## config.mk

```make
export PLATFORM = sky130hd
export DESIGN_NAME = stream_tracking_table_top
export DESIGN_NICKNAME = d
export VERILOG_FILES = /design/src/rtl/stt_pkg.sv /design/src/rtl/stt_table.sv /design/src/rtl/stt_decide.sv /design/src/rtl/stream_tracking_table_top.sv
export SDC_FILE = /design/constraint.sdc
export NUM_CORES = 2
export LEC_CHECK = 0
export BUFFER_PORTS_ARGS = -buffer_cell sky130_fd_sc_hd__buf_2
export CAP_MARGIN = 20
export CORE_MARGIN = 3
export CORE_UTILIZATION = 50
export CTS_BUF_LIST = sky130_fd_sc_hd__clkbuf_4 sky130_fd_sc_hd__clkbuf_8
export DETAILED_ROUTE_END_ITERATION = 12
export PLACE_DENSITY = 0.64
export SETUP_SLACK_MARGIN = 0.15
export SYNTH_ARGS = -nofsm -noshare
export SYNTH_HDL_FRONTEND = slang
export SYNTH_HIERARCHICAL = 1
export SYNTH_SLANG_ARGS = --single-unit
```

## constraint.sdc

```tcl
create_clock -name clk -period 7.7 [get_ports clk]
set_input_delay 0.385 -clock clk [delete_from_list [all_inputs] [get_ports clk]]
set_output_delay 0.385 -clock clk [all_outputs]
set_load 0.05 [all_outputs]
```

## src/rtl/stt_pkg.sv

```systemverilog
// Shared types and constants of the stream tracking table.
package stt_pkg;

  localparam int STREAM_SLOTS = 8;
  localparam int ID_W         = 64;
  localparam int ORD_W        = 32;

  typedef enum logic [1:0] {
    CMD_DATA     = 2'd0,
    CMD_TOKEN    = 2'd1,
    CMD_CLOSE    = 2'd2,
    CMD_COMPLETE = 2'd3
  } cmd_e;

  typedef enum logic [1:0] {
    ST_OK    = 2'd0,
    ST_PROTO = 2'd1,
    ST_FULL  = 2'd2
  } status_e;

  typedef enum logic [1:0] {
    DLV_NONE  = 2'd0,
    DLV_DATA  = 2'd1,
    DLV_TOKEN = 2'd2
  } delivered_e;

  typedef logic [STREAM_SLOTS-1:0] slot_vec_t;

  typedef struct packed {
    cmd_e             cmd;
    logic [ID_W-1:0]  stream_key;
    logic             start_flag;
    logic             end_flag;
    logic             payload_ok;
  } frame_t;

  // One-hot slot writes for the table
  typedef struct packed {
    logic [ID_W-1:0] id;
    slot_vec_t       open_mask;
    slot_vec_t       free_mask;
    slot_vec_t       inc_mask;
  } tbl_wr_t;

  typedef struct packed {
    status_e          status;
    logic             began;
    delivered_e       delivered;
    logic [ORD_W-1:0] ordinal;
    logic             to_app;
    logic             ended;
  } result_t;

endpackage

```

## src/rtl/stt_table.sv

```systemverilog
// Slot table: open ids and token ordinals, parallel id match.
module stt_table
  import stt_pkg::*;
(
  input  logic             clk,
  input  logic             rst,
  input  logic [ID_W-1:0]  query_id,
  input  logic             wr_en,
  input  tbl_wr_t          wr,
  output slot_vec_t        match,
  output slot_vec_t        free_vec,
  output logic [ORD_W-1:0] match_cnt
);

  logic [ID_W-1:0]  open_ids     [STREAM_SLOTS];
  logic [ORD_W-1:0] token_counts [STREAM_SLOTS];

  always_comb begin
    match_cnt = '0;
    for (int i = 0; i < STREAM_SLOTS; i++) begin
      match[i]    = (open_ids[i] == query_id) && (query_id != '0);
      free_vec[i] = (open_ids[i] == '0);
      match_cnt   = match_cnt | (token_counts[i] & {ORD_W{match[i]}});
    end
  end

  always_ff @(posedge clk) begin
    if (rst) begin
      for (int i = 0; i < STREAM_SLOTS; i++) begin
        open_ids[i]     <= '0;
        token_counts[i] <= '0;
      end
    end else if (wr_en) begin
      for (int i = 0; i < STREAM_SLOTS; i++) begin
        if (wr.free_mask[i]) begin
          open_ids[i]     <= '0;
          token_counts[i] <= '0;
        end else begin
          if (wr.open_mask[i]) begin
            open_ids[i] <= wr.id;
          end
          // a freshly opened slot counts from zero
          token_counts[i] <= (wr.open_mask[i] ? '0 : token_counts[i])
                             + ORD_W'(wr.inc_mask[i]);
        end
      end
    end
  end

endmodule

```

## src/rtl/stt_decide.sv

```systemverilog
// Per-frame decision logic: result fields and table writes.
module stt_decide
  import stt_pkg::*;
(
  input  frame_t           frame,
  input  slot_vec_t        match,
  input  slot_vec_t        free_vec,
  input  logic [ORD_W-1:0] match_cnt,
  output tbl_wr_t          wr,
  output result_t          res
);

  slot_vec_t free_lo;
  slot_vec_t slot;
  logic      match_any;
  logic      proceed;
  logic      fresh;
  logic      fail;
  logic      close;

  assign match_any = |match;
  assign free_lo   = free_vec & (~free_vec + slot_vec_t'(1));

  always_comb begin
    wr           = '0;
    wr.id        = frame.stream_key;
    res          = '0;
    res.status   = ST_OK;
    res.delivered = DLV_NONE;
    slot         = '0;
    proceed      = 1'b0;
    fresh        = 1'b0;
    fail         = 1'b0;
    close        = 1'b0;

    if (frame.cmd == CMD_COMPLETE) begin
      wr.free_mask = match;
      res.ended    = match_any;
      res.to_app   = 1'b1;
    end else begin
      if (frame.start_flag) begin
        if ((frame.stream_key == '0) || match_any) begin
          res.status = ST_PROTO;
        end else if (!(|free_vec)) begin
          res.status = ST_FULL;
        end else begin
          wr.open_mask = free_lo;
          res.began    = 1'b1;
          slot         = free_lo;
          fresh        = 1'b1;
          proceed      = 1'b1;
        end
      end else if (!match_any) begin
        res.status = ST_PROTO;
      end else begin
        slot    = match;
        proceed = 1'b1;
      end

      if (proceed) begin
        case (frame.cmd)
          CMD_DATA: begin
            if (frame.payload_ok) res.delivered = DLV_DATA;
            else                  fail = 1'b1;
          end
          CMD_TOKEN: begin
            if (frame.payload_ok) begin
              res.delivered = DLV_TOKEN;
              res.ordinal   = fresh ? '0 : match_cnt;
              res.to_app    = 1'b1;
            end else begin
              fail = 1'b1;
            end
          end
          default: begin
            close      = 1'b1;
            res.to_app = 1'b1;
          end
        endcase

        if (fail) begin
          res.status = ST_PROTO;
        end else if (frame.end_flag || close) begin
          wr.free_mask = slot;
          res.ended    = 1'b1;
        end else if (frame.cmd == CMD_TOKEN) begin
          wr.inc_mask = slot;
        end
      end
    end
  end

endmodule

```

## src/rtl/stream_tracking_table_top.sv

```systemverilog
// Top level of the stream tracking table: frame register, table, result register.
//
//  channel  | handshake             | payload
//  ---------+-----------------------+--------------------------------------------
//  frame in | start & !busy         | cmd, stream_key, start_flag, end_flag,
//           |                       | payload_ok
//  result   | done (one cycle)      | status, began, delivered, ordinal, to_app,
//           |                       | ended
//
// Each item passes from accept to done through the frame register, then
// through the slot match and decision logic into the result register.
// busy stays low, so a frame can be accepted every cycle; the table write of
// an item lands on the same edge as its result, in time for the next item.
// rst (synchronous) frees all slots and clears all ordinals.
// The receiver cannot stall: a result is shown for one cycle only.
module stream_tracking_table_top
  import stt_pkg::*;
(
  input  logic                clk,
  input  logic                rst,
  input  logic                start,
  output logic                busy,
  input  logic [1:0]          cmd,
  input  logic [ID_W-1:0]     stream_key,
  input  logic                start_flag,
  input  logic                end_flag,
  input  logic                payload_ok,
  output logic                done,
  output logic [1:0]          status,
  output logic                began,
  output logic [1:0]          delivered,
  output logic [ORD_W-1:0]    ordinal,
  output logic                to_app,
  output logic                ended
);

  frame_t           frame;
  logic             frame_valid;
  tbl_wr_t          wr;
  result_t          res;
  result_t          res_q;
  slot_vec_t        match;
  slot_vec_t        free_vec;
  logic [ORD_W-1:0] match_cnt;

  // Single-pass datapath never holds off the sender
  assign busy = 1'b0;

  // Frame register
  always_ff @(posedge clk) begin
    if (rst) begin
      frame_valid <= 1'b0;
    end else begin
      frame_valid <= start && !busy;
    end
  end

  always_ff @(posedge clk) begin
    if (start && !busy) begin
      frame.cmd        <= cmd_e'(cmd);
      frame.stream_key <= stream_key;
      frame.start_flag <= start_flag;
      frame.end_flag   <= end_flag;
      frame.payload_ok <= payload_ok;
    end
  end

  // Slot table, matched against the registered frame id
  stt_table u_table (
    .clk       (clk),
    .rst       (rst),
    .query_id  (frame.stream_key),
    .wr_en     (frame_valid),
    .wr        (wr),
    .match     (match),
    .free_vec  (free_vec),
    .match_cnt (match_cnt)
  );

  stt_decide u_decide (
    .frame     (frame),
    .match     (match),
    .free_vec  (free_vec),
    .match_cnt (match_cnt),
    .wr        (wr),
    .res       (res)
  );

  // Result register
  always_ff @(posedge clk) begin
    if (rst) begin
      done <= 1'b0;
    end else begin
      done <= frame_valid;
    end
  end

  always_ff @(posedge clk) begin
    if (frame_valid) begin
      res_q <= res;
    end
  end

  assign status    = res_q.status;
  assign began     = res_q.began;
  assign delivered = res_q.delivered;
  assign ordinal   = res_q.ordinal;
  assign to_app    = res_q.to_app;
  assign ended     = res_q.ended;

endmodule

```

==> Flow_metrics.wiki <==
{| class="wikitable"
! Metric !! Value
|-
| Number of flops mapped to enable cells by yosys || between 800 and 900
|-
| Warnings from Yosys || 6
|-
| Final global-route overflow total || 0
|-
| Clock skew after layout || 0.0632 ns
|-
| Average size of a mapped cell || around 11 um^2
|-
| Number of setup violations in the final report || 0
|-
| WP data required || a little over 8 ns
|-
| Clock network fraction of total power || between 30% and 40%
|-
| Hold violation count in the final report || 0
|-
| Worst setup path start || frame[19]
|-
| Max FO, Critical Path || 33
|-
| Sequential fraction of the synthesis area || between 50% and 60%
|-
| Area Growth Syn to Fin || 11.4%
|-
| Gate Count Post-Synth || 4,166
|-
| Clock network latency to the later pin of the worst-skew pair || roughly 0.86 ns
|-
| FF-to-FF setup slack || around 0.96 ns
|-
| Post-Route Hold Slack || approximately 0.24 ns
|-
| Total power per unit cell area || between 200 and 250 nW/um^2
|-
| Worst reg2reg startpoint || frame[19]
|-
| Via count of the first global-routing pass || around 34,000
|-
| Library cells used by synthesis || 59
|-
| Overall routed net length || 157 mm
|-
| Clock edge transition at the registers on the reported setup and hold paths || 0.06 ns
|-
| Via/cell ratio || about 6.3
|-
| Hold Crit Class || primary input to flip-flop
|-
| Commonest register cell after synthesis || sky130_fd_sc_hd__edfxtp_1
|-
| Worst Max-Slew Pin Slew || 1.23 ns
|-
| Final Cell Area || 52,900 um^2
|-
| Switching power share of the total || between 20% and 30%
|-
| Portion of total power attributed to combinational logic || ~10%
|-
| CP arrival || 7.27 ns
|-
| Number of register bits inferred by synthesis || a little under 900
|-
| Cell internal power dissipation || ~0.0082 W
|-
| Top-Level Pins || between 100 and 150
|-
| Fraction of registers with async set/reset || 0%
|-
| Wire length of the first global-routing pass || 228 mm
|-
| Setup repair after global routing missed its margin || false
|-
| Total number of vias || ~36,000
|-
| Reg2reg path depth || 20
|-
| Horizontal extent of the die || 314 um
|-
| Critical Path Sink Type || flip-flop
|-
| Maximum root-to-sink buffer count || 3
|-
| Area of the mapped netlist || 47,500 um^2
|-
| Final routed wire length divided by cell count || between 20 and 30 um
|-
| Maximum resistive drop on vdd || around 0.00017 V
|-
| FF-to-FF End || u_table/token_counts[0][92]
|-
| Largest net degree at the start of global routing || roughly 180
|-
| Number of DRC markers after the initial detailed-route iteration || roughly 5,600
|-
| FP Rows || between 100 and 150
|-
| Post-layout utilization of the core || 56.5%
|-
| Total of fill cells in the finished design || 7,963
|-
| Core Box Area || roughly 94,000 um^2
|-
| Share of final-layout standard cells stronger than drive strength 1 || between 10% and 20%
|-
| Global-route usage over all layers || between 30 and 40%
|-
| Post-layout minimum cycle time || a little under 7 ns
|-
| Run status || complete, no violations
|-
| Number of buffers inserted to repair setup after CTS || 0
|-
| Router iterations before antenna repair || 7
|-
| Post-Place Setup Slack || 1.15 ns
|-
| Post-cts resize count || 0
|-
| Clock tree sinks || 878
|-
| DP Area || 49,100 um^2
|-
| Count of input and output buffers || ~110
|-
| Sum Neg Setup Slack || 0 ns
|-
| Number of antenna-violating nets in the routed design || 0
|-
| GP Congestion || around 0.97
|-
| Clock tree from TritonCTS || done
|-
| CP Class || flip-flop to flip-flop
|-
| Worst setup path end || u_table/token_counts[0][92]
|-
| Layout Nets || approximately 4,400
|-
| Max Clock Freq || between 100 and 150 MHz
|-
| Final worst-path cycle share || between 80 and 90%
|-
| Chip height || 314 um
|-
| Post-cts hold buffer count || 70
|-
| Fin. max-slew vios || 0
|-
| Rel. slew slack || 17.7%
|-
| Antenna violations before repair || 15
|-
| # Max-Cap Violations || 0
|-
| CTS Root Cell || sky130_fd_sc_hd__clkbuf_8
|-
| Type of origin of the critical path || flip-flop
|-
| Final worst-path setup slack || 0.955 ns
|-
| Net count of the mapped netlist || approximately 4,300
|-
| Power spent charging and discharging nets || between 0.003 and 0.004 W
|-
| Residual DRC count || 0
|-
| Leakage power || 19.4 nW
|-
| H-tree depth || 4
|-
| Flop pwr share || between 50 and 60%
|-
| Total clock buffers created by CTS || 156
|-
| Initial core utilization || between 50% and 60%
|-
| Die footprint || 98,700 um^2
|-
| HPWL after detailed placement || about 100 mm
|}
cell type report:
| cell class | instances | area [um^2] | share of cell area (%) |
|---|---|---|---|
| well taps | 1254 | 1570 | 2.96 |
| clock inverters | 72 | 514 | 0.972 |
| multi-input cells | 2917 | 19300 | 36.5 |
| repair buffers | 327 | 2510 | 4.74 |
| inverters | 19 | 71.3 | 0.135 |
| flip-flops and latches | 878 | 26300 | 49.8 |
| diodes | 14 | 35.0 | 0.0662 |
| clock buffers | 207 | 2550 | 4.82 |
power by group through the flow:
| stage | combinational (W) | sequential (W) | clock (W) |
|---|---|---|---|
| global route | 0.00117 | 0.00582 | 0.00464 |
| finish | 0.00113 | 0.00580 | 0.00437 |
| detailed placement | 0.00106 | 0.00588 | 0 |
| floorplan | 0.000641 | 0.00583 | 0 |
| global placement | 0.00106 | 0.00587 | 0 |
| CTS | 0.00109 | 0.00578 | 0.00443 |
through the flow:
| step | std cells | total power [W] |
|---|---|---|
| after CTS | 5670 | 0.0113 |
| final | 5688 | 0.0113 |
| after global placement | 5316 | 0.00693 |
| after floorplan | 4166 | 0.00647 |
| after global routing | 5680 | 0.0116 |
| after detailed placement | 5321 | 0.00694 |
routing by layer:
metal,part of all wire (%),global-route usage [%],up-vias
met4,4.1,12.5,2
met5,0.0057,0,-
met2,42,44.3,2266
li1,-,-,15700
met3,12,7.75,370
met1,42,46.0,17800
cells by family after synthesis:
| group | Yosys count | share of synthesized area (%) |
|---|---|---|
| simple gates | 2045 | 25.1 |
| xor+xnor | 715 | 13.2 |
| other cells | 1 | 0.00790 |
| flops | 878 | 55.5 |
| mux | 1 | 0.0211 |
| compound gates | 139 | 1.72 |
| fa+ha+maj | 16 | 0.421 |
| buf+inv | 371 | 4.11 |
registers in the layout, indices dropped and copies added (netlist names), 2 cells and up:
signal and cells:
delivered 2, frame 69, ordinal 32, status 2
u_table/open_ids 512, u_table/token_counts 256
cell usage in the layout, fill, tap and decap left out, types with 6 or more instances in the layout:
cell and n:
sky130_fd_sc_hd__nand2b_2 8, sky130_fd_sc_hd__nor4_2 12, sky130_fd_sc_hd__a31oi_1 32, sky130_fd_sc_hd__nor2b_1 74, sky130_fd_sc_hd__inv_1 19, sky130_fd_sc_hd__buf_4 135, sky130_fd_sc_hd__a32o_1 8, sky130_fd_sc_hd__clkinv_1 32
sky130_fd_sc_hd__edfxtp_1 876, sky130_fd_sc_hd__nor2_1 247, sky130_fd_sc_hd__clkinv_2 20, sky130_fd_sc_hd__nor4_1 250, sky130_fd_sc_hd__or2_2 9, sky130_fd_sc_hd__xnor2_1 362, sky130_fd_sc_hd__and4_1 40, sky130_fd_sc_hd__clkbuf_4 48
sky130_fd_sc_hd__nand4_1 191, sky130_fd_sc_hd__and2_1 65, sky130_fd_sc_hd__or3_1 47, sky130_fd_sc_hd__nor2_4 9, sky130_fd_sc_hd__nor3_1 18, sky130_fd_sc_hd__nand4b_1 6, sky130_fd_sc_hd__nand2_1 82, sky130_fd_sc_hd__diode_2 14
sky130_fd_sc_hd__and3_2 8, sky130_fd_sc_hd__nand3b_1 7, sky130_fd_sc_hd__clkbuf_8 159, sky130_fd_sc_hd__nand3_1 283, sky130_fd_sc_hd__ha_1 16, sky130_fd_sc_hd__xor2_1 353, sky130_fd_sc_hd__nand2b_1 41, sky130_fd_sc_hd__nor2_2 9
sky130_fd_sc_hd__a21oi_1 38, sky130_fd_sc_hd__buf_12 7, sky130_fd_sc_hd__dlygate4sd3_1 70, sky130_fd_sc_hd__o21ai_0 47, sky130_fd_sc_hd__buf_2 111, sky130_fd_sc_hd__and3_1 586, sky130_fd_sc_hd__nor3b_1 19
worst min path at each step:
stage                         from        end  slack (ns)  cells after the start
finish                       start  frame[35]        0.24                      1
global route        stream_key[53]  frame[56]        0.22                      2
CTS                          start  frame[15]        0.17                      1
detailed placement   stream_key[2]   frame[5]        0.56                      1
global placement     stream_key[3]   frame[6]        0.56                      1
floorplan                      rst       done        0.46                      1
synth_stat cells (65+ instances only):
cell | number | area, um^2
sky130_fd_sc_hd__edfxtp_1 | 876 | 26300
sky130_fd_sc_hd__and3_1 | 594 | 3720
sky130_fd_sc_hd__xnor2_1 | 362 | 3170
sky130_fd_sc_hd__xor2_1 | 353 | 3090
sky130_fd_sc_hd__nor2_1 | 263 | 987
sky130_fd_sc_hd__nand2_1 | 82 | 308
sky130_fd_sc_hd__nand4_1 | 191 | 1190
sky130_fd_sc_hd__nand3_1 | 283 | 1420
sky130_fd_sc_hd__nor4_1 | 254 | 1590
sky130_fd_sc_hd__clkbuf_1 | 197 | 739
sky130_fd_sc_hd__and2_1 | 65 | 407
sky130_fd_sc_hd__nor2b_1 | 74 | 463
sky130_fd_sc_hd__buf_4 | 72 | 541
critical path, cell delays in order, from the launching register on:
cell	delay [ns]
sky130_fd_sc_hd__edfxtp_1	0.38
sky130_fd_sc_hd__nor4_1	0.40
sky130_fd_sc_hd__nand4_1	0.34
sky130_fd_sc_hd__or4_4	0.74
sky130_fd_sc_hd__and3_1	0.25
sky130_fd_sc_hd__buf_4	0.26
sky130_fd_sc_hd__and2_1	0.22
sky130_fd_sc_hd__nor4_2	0.40
sky130_fd_sc_hd__nand3_1	0.29
sky130_fd_sc_hd__or2_1	0.36
sky130_fd_sc_hd__nor2_4	0.31
sky130_fd_sc_hd__a31o_1	0.21
sky130_fd_sc_hd__ha_1	0.22
sky130_fd_sc_hd__ha_1	0.25
sky130_fd_sc_hd__inv_1	0.05
sky130_fd_sc_hd__or4_1	0.64
sky130_fd_sc_hd__and4bb_2	0.41
sky130_fd_sc_hd__and3_1	0.34
sky130_fd_sc_hd__nand4_1	0.15
sky130_fd_sc_hd__xor2_1	0.14
sky130_fd_sc_hd__nor2_1	0.05
Note: power is estimated with default switching activity, not from simulation.
